### config.mk
export PLATFORM = sky130hd
export DESIGN_NAME = restoring_divider_u16_unit
export DESIGN_NICKNAME = d
export VERILOG_FILES = /design/src/rtl/rdu16_pkg.sv /design/src/rtl/restoring_divider_u16_unit.sv /design/src/rtl/rdu16_stage.sv
export SDC_FILE = /design/constraint.sdc
export NUM_CORES = 1
export LEC_CHECK = 0
export ABC_AREA = 1
export BUFFER_PORTS_ARGS = -buffer_cell sky130_fd_sc_hd__buf_2
export CORE_MARGIN = 4
export CORE_UTILIZATION = 65
export DETAILED_ROUTE_END_ITERATION = 8
export PLACE_DENSITY = 0.82
export SYNTH_ARGS = -nofsm -noshare
export SYNTH_HDL_FRONTEND = slang
export SYNTH_HIERARCHICAL = 1
export SYNTH_SLANG_ARGS = --single-unit
### constraint.sdc
create_clock -name clk -period 6.8 [get_ports clk]
set_input_delay 0.34 -clock clk [delete_from_list [all_inputs] [get_ports clk]]
set_output_delay 0.34 -clock clk [all_outputs]
set_load 0.05 [all_outputs]
### src/rtl/rdu16_pkg.sv
`default_nettype none

package rdu16_pkg;

	typedef struct packed {
		logic valid;
		logic ready;
	} hs_t;

endpackage

`default_nettype wire

### src/rtl/restoring_divider_u16_unit.sv
// Channel | Handshake           | Payload
// in      | in_valid / in_stall | dividend, divisor
// out     | out_valid/out_stall | quotient
//
// One pipeline stage per quotient bit: DATA_WIDTH stages, one shift-and-subtract each.
// Each beat is registered once per stage on its way to the output; one beat per cycle while out_stall is low.
// Reset clears every stage valid bit; no result is held over.
// A stalled output holds the last stage; bubbles still close up behind it.
// in_stall rises only when every stage holds a beat and out_stall is high.
`default_nettype none

module restoring_divider_u16_unit #(
	parameter int DATA_WIDTH = 16
) (
	input  wire                   clk,
	input  wire                   arst_n,
	input  wire                   in_valid,
	output logic                  in_stall,
	input  wire  [DATA_WIDTH-1:0] dividend,
	input  wire  [DATA_WIDTH-1:0] divisor,
	output logic                  out_valid,
	input  wire                   out_stall,
	output logic [DATA_WIDTH-1:0] quotient
);
	import rdu16_pkg::*;

	logic [DATA_WIDTH:0]                 valid_c;
	logic [DATA_WIDTH:0]                 ready_c;
	logic [DATA_WIDTH:0][DATA_WIDTH-1:0] rem_c;
	logic [DATA_WIDTH:0][DATA_WIDTH-1:0] nq_c;
	logic [DATA_WIDTH:0][DATA_WIDTH-1:0] den_c;
	hs_t  [DATA_WIDTH-1:0]               hs_c;

	assign valid_c[0] = in_valid;
	assign rem_c[0]   = '0;
	assign nq_c[0]    = dividend;
	assign den_c[0]   = divisor;

	for (genvar g = 0; g < DATA_WIDTH; g++) begin : g_stage
		rdu16_stage #(
			.DATA_WIDTH(DATA_WIDTH)
		) u_stage (
			.clk    (clk),
			.arst_n (arst_n),
			.valid_i(valid_c[g]),
			.ready_o(ready_c[g]),
			.rem_i  (rem_c[g]),
			.nq_i   (nq_c[g]),
			.den_i  (den_c[g]),
			.hs_o   (hs_c[g]),
			.ready_i(ready_c[g+1]),
			.rem_o  (rem_c[g+1]),
			.nq_o   (nq_c[g+1]),
			.den_o  (den_c[g+1])
		);
		assign valid_c[g+1] = hs_c[g].valid;
	end

	assign ready_c[DATA_WIDTH] = ~out_stall;

	assign in_stall  = ~hs_c[0].ready;
	assign out_valid = valid_c[DATA_WIDTH];
	assign quotient  = nq_c[DATA_WIDTH];

endmodule

`default_nettype wire

### src/rtl/rdu16_stage.sv
`default_nettype none

module rdu16_stage #(
	parameter int DATA_WIDTH = 16
) (
	input  wire                   clk,
	input  wire                   arst_n,
	input  wire                   valid_i,
	output logic                  ready_o,
	input  wire  [DATA_WIDTH-1:0] rem_i,
	input  wire  [DATA_WIDTH-1:0] nq_i,
	input  wire  [DATA_WIDTH-1:0] den_i,
	output rdu16_pkg::hs_t        hs_o,
	input  wire                   ready_i,
	output logic [DATA_WIDTH-1:0] rem_o,
	output logic [DATA_WIDTH-1:0] nq_o,
	output logic [DATA_WIDTH-1:0] den_o
);
	import rdu16_pkg::*;

	logic                  valid_s;
	logic [DATA_WIDTH-1:0] rem_s;
	logic [DATA_WIDTH-1:0] nq_s;
	logic [DATA_WIDTH-1:0] den_s;

	logic [DATA_WIDTH-1:0] shifted;
	logic [DATA_WIDTH-1:0] diff;
	logic                  borrow;
	logic                  take;

	always_comb begin
		shifted        = {rem_i[DATA_WIDTH-2:0], nq_i[DATA_WIDTH-1]};
		{borrow, diff} = {1'b0, shifted} - {1'b0, den_i};
		take           = rem_i[DATA_WIDTH-1] | ~borrow;
	end

	assign ready_o = ~valid_s | ready_i;

	always_ff @(posedge clk or negedge arst_n) begin
		if (!arst_n) begin
			valid_s <= 1'b0;
		end else if (ready_o) begin
			valid_s <= valid_i;
		end
	end

	// advance payload only with a live beat
	always_ff @(posedge clk) begin
		if (ready_o && valid_i) begin
			rem_s <= take ? diff : shifted;
			nq_s  <= {nq_i[DATA_WIDTH-2:0], take};
			den_s <= den_i;
		end
	end

	always_comb begin
		hs_o.valid = valid_s;
		hs_o.ready = ready_o;
	end

	assign rem_o = rem_s;
	assign nq_o  = nq_s;
	assign den_o = den_s;

endmodule

`default_nettype wire

**Yosys cells after proc, flatten, opt, wreduce, memory -nomap -nowiden**

Cells that the tools add are included.
Widths: inputs -> output; s select.

- Output and inout bits: 18
- Logic and storage cells: 175
- Register bits after elaboration: 752
- Input bits: 36

- Multiplexer cells: 15
- Reductions and logical operators: 16
- Bitwise logic cells: 65
- Add/subtract/negate cells: 16

Operators with widths:

| kind | count |
|---|---|
| $sub 16x16->17 | 15 |
| $mux 16 | 14 |
| $not 1->1 | 34 |
| $or 1x1->1 | 31 |
| $sub 1x16->17 | 1 |
| $logic_and 1x1->1 | 16 |
| $mux 1 | 1 |

**Logic depth before layout (Yosys ltp)**

- Word-level depth: 18
- Gate-level depth with buffers: 35
- Gate-level depth less buffers: 34

**Hierarchy**

Netlist, hierarchy kept.

Modules (own cells, without submodules):

| module | times used | cells an instance | sequential area each (µm²) | area each (µm²) |
|---|---|---|---|---|
| rdu16_stage at g_stage[2].u_stage ... | 8 | 328 | 1466.4 | 2976.6 |
| rdu16_stage at g_stage[0].u_stage ... | 6 | 325 | 1466.4 | 2860.2 |
| rdu16_stage at g_stage[10].u_stage ... | 2 | 330 | 1466.4 | 2985.4 |
| restoring_divider_u16_unit | 1 | 3 | 0.0 | 11.3 |

**Worst setup path before layout**

OpenSTA, ideal clock, no wires.

- Path kind: input to register
- Start: input out_stall
- End: register g_stage[0].u_stage.den_s[0] (enable)
- Arrival: 4.717 ns
- Stages: 33
- Library setup time: 0.469 ns
- Data required time: 6.331 ns
- Path slack: 1.614 ns
- Cells stage by stage: inv_1 > inv_1 > nand2_1 > inv_1 > nand2_1 > inv_1 > nand2_1 > inv_1 > nand2_1 > inv_1 > nand2_1 > inv_1 > nand2_1 > inv_1 > nand2_1 > inv_1 > nand2_1 > inv_1 > nand2_1 > inv_1 > nand2_1 > inv_1 > nand2_1 > inv_1 > nand2_1 > inv_1 > nand2_1 > inv_1 > nand2_1 > inv_1 > nand2_1 > inv_1 > a21oi_1

- Word-level cells in the longest chain between the ends: 18

Ends and longest elaborated chain:

| what | line | source |
|---|---|---|
| start: declaration | restoring_divider_u16_unit.sv:22 | `input wire out_stall,` |
| $not 1->1 | restoring_divider_u16_unit.sv:59 | `assign ready_c[DATA_WIDTH] = ~out_stall;` |
| $or 1x1->1 | rdu16_stage.sv:37 | `assign ready_o = ~valid_s \| ready_i;` |
| net ready_c[15] | restoring_divider_u16_unit.sv:28 | `logic [DATA_WIDTH:0] ready_c;` |
| $or 1x1->1 | rdu16_stage.sv:37 |  |
| net ready_c[14] | restoring_divider_u16_unit.sv:28 |  |
| $or 1x1->1 | rdu16_stage.sv:37 |  |
| net ready_c[13] | restoring_divider_u16_unit.sv:28 |  |
| $or 1x1->1 | rdu16_stage.sv:37 |  |
| net ready_c[12] | restoring_divider_u16_unit.sv:28 |  |
| [... 1 more ...] | - |  |
| net ready_c[11] | restoring_divider_u16_unit.sv:28 |  |
| [... 1 more ...] | - |  |
| net ready_c[10] | restoring_divider_u16_unit.sv:28 |  |
| [... 1 more ...] | - |  |
| net ready_c[9] | restoring_divider_u16_unit.sv:28 |  |
| [... 1 more ...] | - |  |
| net ready_c[8] | restoring_divider_u16_unit.sv:28 |  |
| [... 1 more ...] | - |  |
| net ready_c[7] | restoring_divider_u16_unit.sv:28 |  |
| [... 1 more ...] | - |  |
| net ready_c[6] | restoring_divider_u16_unit.sv:28 |  |
| [... 1 more ...] | - |  |
| net ready_c[5] | restoring_divider_u16_unit.sv:28 |  |
| [... 1 more ...] | - |  |
| net ready_c[4] | restoring_divider_u16_unit.sv:28 |  |
| $or 1x1->1 | rdu16_stage.sv:37 |  |
| net ready_c[3] | restoring_divider_u16_unit.sv:28 |  |
| $or 1x1->1 | rdu16_stage.sv:37 |  |
| net ready_c[2] | restoring_divider_u16_unit.sv:28 |  |
| $or 1x1->1 | rdu16_stage.sv:37 |  |
| net ready_c[1] | restoring_divider_u16_unit.sv:28 |  |
| $or 1x1->1 | rdu16_stage.sv:37 |  |
| $logic_and 1x1->1 | rdu16_stage.sv:49 | `if (ready_o && valid_i) begin` |
| end signal: assignment | rdu16_stage.sv:52 | `den_s <= den_i;` |
| end: declaration | rdu16_stage.sv:24 | `logic [DATA_WIDTH-1:0] den_s;` |

The timed path passes the listed nets, and every way through them passes these cells.
A chain may end at the register's enable or synchronous reset.

**Final worst setup path**

- Start: register g_stage[15].u_stage.valid_s
- End: output in_stall

- Word-level cells in the longest chain between the ends: 18

Ends and longest elaborated chain:

| what | line | source |
|---|---|---|
| start: declaration | rdu16_stage.sv:21 | `logic valid_s;` |
| start signal: assignment | rdu16_stage.sv:43 | `valid_s <= valid_i;` |
| $not 1->1 | rdu16_stage.sv:37 |  |
| $or 1x1->1 | rdu16_stage.sv:37 |  |
| net ready_c[15] | restoring_divider_u16_unit.sv:28 |  |
| $or 1x1->1 | rdu16_stage.sv:37 |  |
| net ready_c[14] | restoring_divider_u16_unit.sv:28 |  |
| $or 1x1->1 | rdu16_stage.sv:37 |  |
| net ready_c[13] | restoring_divider_u16_unit.sv:28 |  |
| $or 1x1->1 | rdu16_stage.sv:37 |  |
| net ready_c[12] | restoring_divider_u16_unit.sv:28 |  |
| [... 1 more ...] | - |  |
| net ready_c[11] | restoring_divider_u16_unit.sv:28 |  |
| [... 1 more ...] | - |  |
| net ready_c[10] | restoring_divider_u16_unit.sv:28 |  |
| [... 1 more ...] | - |  |
| net ready_c[9] | restoring_divider_u16_unit.sv:28 |  |
| [... 1 more ...] | - |  |
| net ready_c[8] | restoring_divider_u16_unit.sv:28 |  |
| [... 1 more ...] | - |  |
| net ready_c[7] | restoring_divider_u16_unit.sv:28 |  |
| [... 1 more ...] | - |  |
| net ready_c[6] | restoring_divider_u16_unit.sv:28 |  |
| [... 1 more ...] | - |  |
| net ready_c[5] | restoring_divider_u16_unit.sv:28 |  |
| [... 1 more ...] | - |  |
| net ready_c[4] | restoring_divider_u16_unit.sv:28 |  |
| [... 1 more ...] | - |  |
| net ready_c[3] | restoring_divider_u16_unit.sv:28 |  |
| $or 1x1->1 | rdu16_stage.sv:37 |  |
| net ready_c[2] | restoring_divider_u16_unit.sv:28 |  |
| $or 1x1->1 | rdu16_stage.sv:37 |  |
| net ready_c[1] | restoring_divider_u16_unit.sv:28 |  |
| $or 1x1->1 | rdu16_stage.sv:37 |  |
| net ready_c[0] | restoring_divider_u16_unit.sv:28 |  |
| $not 1->1 | restoring_divider_u16_unit.sv:61 | `assign in_stall = ~hs_c[0].ready;` |
| end: declaration | restoring_divider_u16_unit.sv:18 | `output logic in_stall,` |

The timed path passes the listed nets, and every way through them passes these cells.

==> flow_summary_export.csv <==
group,metric,value,unit
setup_path,worstPathRequired,6.46,ns
detailed_routing,dr.pass1.iters,6,
setup_path,cp_max_fo,3,
synth,ys_warn_count,6,
cts,clock_sinks,752,
setup_path,criticalPathCategory,"reg -> out",
cells_and_area,syn_to_final_growth,9.59,%
place,portBuffers,53,
synth,syn_inst,5001,
synth,avgSynthCellArea,9.01,sq um
cts,cts_htree_levels,3,
detailed_routing,ant_nets,0,
floorplan,fp.dieH,271,um
floorplan,fp-row-count,96,
setup_path,reg2reg_depth,32,
floorplan,dieArea,73600,sq um
setup_path,cpPeakStageDelay,0.38,ns
sta,report.final.slew_viol_count,0,
pwr,power.leakage,24.3,nW
pwr,clkPwrFrac,19.2,%
pwr,powerDensity,484,nW/um^2
sta,finalSetupViolations,0,
setup_path,r2r_end,"g_stage[0].u_stage/den_o[15]",
sta,final.setup.tns,0,ns
setup_path,end_kind,"primary output",
synth,syn_area,45000,sq um
pwr,power,23.9,mW
sta,tightest_slew,1.03,ns
global_route,met2_usage,49.1,%
detailed_routing,vias_per_cell,5.28,
setup_path,cp.arrival,4.43,ns
detailed_routing,dr_total_vias,32500,
global_route,grt_util_met3,2.79,%
global_route,grt_max_degree,49,
cells_and_area,nNetsFinal,5473,
cts,cts_tree,"done",
pwr,swShare,42.6,%
global_route,grt_antenna_before_repair,2,
setup_path,cp-endpoint,"in_stall",
sta,slew_headroom,31.1,%
floorplan,die_w,271,um
detailed_routing,drtIter0Drc,2569,
cts,cts.clk_slew.worst_paths,0.06,ns
cts,cts-root-buf,"clkbuf_16",
place,hpwl,75.7,mm
detailed_routing,drc,0,
sta,final-hold-violation-count,0,
global_route,grt_util_all_layers,27.3,%
hold_path,hp-class,"in -> reg",
detailed_routing,wirelength,101,mm
cts,cts_resized,0,
sta,fin_crit_sh,70.2,%
global_route,grt_overflow_total,0,
pwr,peakVddDrop,0.000345,V
cells_and_area,final_layout_size_suffix_gt1_share,11.7,%
cells_and_area,diodes,0,
run,cap_violations,0,
sta,final.setup_skew,0.0227,ns
cts,clock_latency,0.63,ns
setup_path,slowest_stage,"dfrtp_1",
cells_and_area,fillers,4998,
setup_path,r2r_slack,2.60,ns
cts,cts_made_buffers,80,
sta,post-route-min-period,4.77,ns
pwr,pwr-share-seq,32.7,%
global_route,grt_pass1_vias,31900,
pwr,switchingPower,10.2,mW
detailed_routing,detail_route.wl_per_cell,16.4,um
global_route,use_met1,32.9,%
pwr,combPwrFrac,48.1,%
place,place_congestion,0.980,
setup_path,cp-start-kind,"flop",
setup_path,crit_start,"g_stage[15].u_stage/valid_s",
sta,fmax,0.209,GHz
floorplan,io_pins,54,
run_status,status,"complete, no violations",
cts,ctsLongestPathBuffers,3,
setup_path,r2r-start,"g_stage[15].u_stage/valid_s",
global_route,busiest_layer,"met2",
pwr,intPower,13.7,mW
global_route,grt_pass1_wl,161,mm
floorplan,initial_core_util,65.7,%
floorplan,core,68600,sq um
sta,rsz0062_at_grt,"no",
-- what timing repair did --
action	4_1_cts	5_1_grt
hold endpoints to repair	48	0
buffers inserted	0	0
hold buffers	33	0
-- metal layers --
| layer | vias up | routed length (um) | part of all wire, % |
|---|---|---|---|
| met1 | 15000 | 39800 | 39 |
| met5 | - | 0 | 0 |
| li1 | 16200 | - | - |
| met3 | 279 | 4990 | 4.9 |
| met2 | 1043 | 50700 | 50 |
| met4 | 0 | 5350 | 5.3 |
-- worst min path at each step --
stage,startpoint,endpoint,slack (ns),depth (start not counted)
final,dividend[15],g_stage[0].u_stage/rem_o[0],0.07,3
after global routing,dividend[15],g_stage[0].u_stage/rem_o[0],0.09,3
after CTS,dividend[15],g_stage[0].u_stage/rem_o[0],0.05,3
after detailed placement,arst_n,g_stage[5].u_stage/valid_s,0.28,1
after global placement,arst_n,g_stage[5].u_stage/valid_s,0.27,1
after floorplan,arst_n,g_stage[0].u_stage/valid_s,0.04,0
-- critical path: cells and delay by family, from the launching register on --
| family | cells | cell delay [ns] |
|---|---|---|
| buffers and inverters | 17 | 2.08 |
| AND/OR/NAND/NOR | 16 | 1.35 |
| flip-flops | 1 | 0.38 |
-- cells in the final DEF, fill, tap and decap left out, drive strengths merged --
master and instances:
nand2 1637, inv 1142, edfxtp 736, nand3 273, ha 255, nor2 206
nand4 158, o21ai 135, a21oi 116, clkbuf 102, xor2 75, buf 68
clkinv 56, and2 51, dlygate4sd3 33, conb 31, xnor2 30, nand3b 28
or2 23, fa 16, dfrtp 16, bufinv 13, nor3 13, and3 10
clkinvlp 8
-- cell type report --
type                            count  area (sq um)  share of cell area, %
Tap cell                          931          1160                   2.36
Inverter                         1174          4410                   8.93
Sequential cell                   752         22500                   45.6
Timing Repair Buffer              101           708                   1.43
Multi-Input combinational cell   3057         17800                   36.1
Clock buffer                      102          2190                   4.44
Clock inverter                     45           593                   1.20
-- stage by stage --
step	setup WS, ns	hold slack (ns)	std cells	instance area (sq um)	utilization [%]
floorplan	1.97	0.0444	5031	45200	-
global placement	2.66	0.273	5982	46200	67.4
detailed placement	2.54	0.284	5982	46200	67.4
CTS	1.95	0.0453	6162	49400	72.0
global route	1.51	0.0878	6162	49400	72.0
finish	2.03	0.0748	6162	49400	72.0
-- power by group through the flow --
stage	clock network [mW]	logic (mW)	registers [mW]
after global placement	0	10.9	7.85
after CTS	4.67	11.4	7.81
after detailed placement	0	11.2	7.88
after global routing	4.86	12.9	7.89
after floorplan	0	9.20	7.51
final	4.58	11.5	7.81
-- state kept, by name (all words and copies together) (netlist names) --
signal	cells
g_stage.u_stage/nq_o	256
g_stage.u_stage/den_o	240
g_stage.u_stage/rem_o	240
g_stage.u_stage/valid_s	16
No activity file was read; power rests on OpenSTA's default activity.
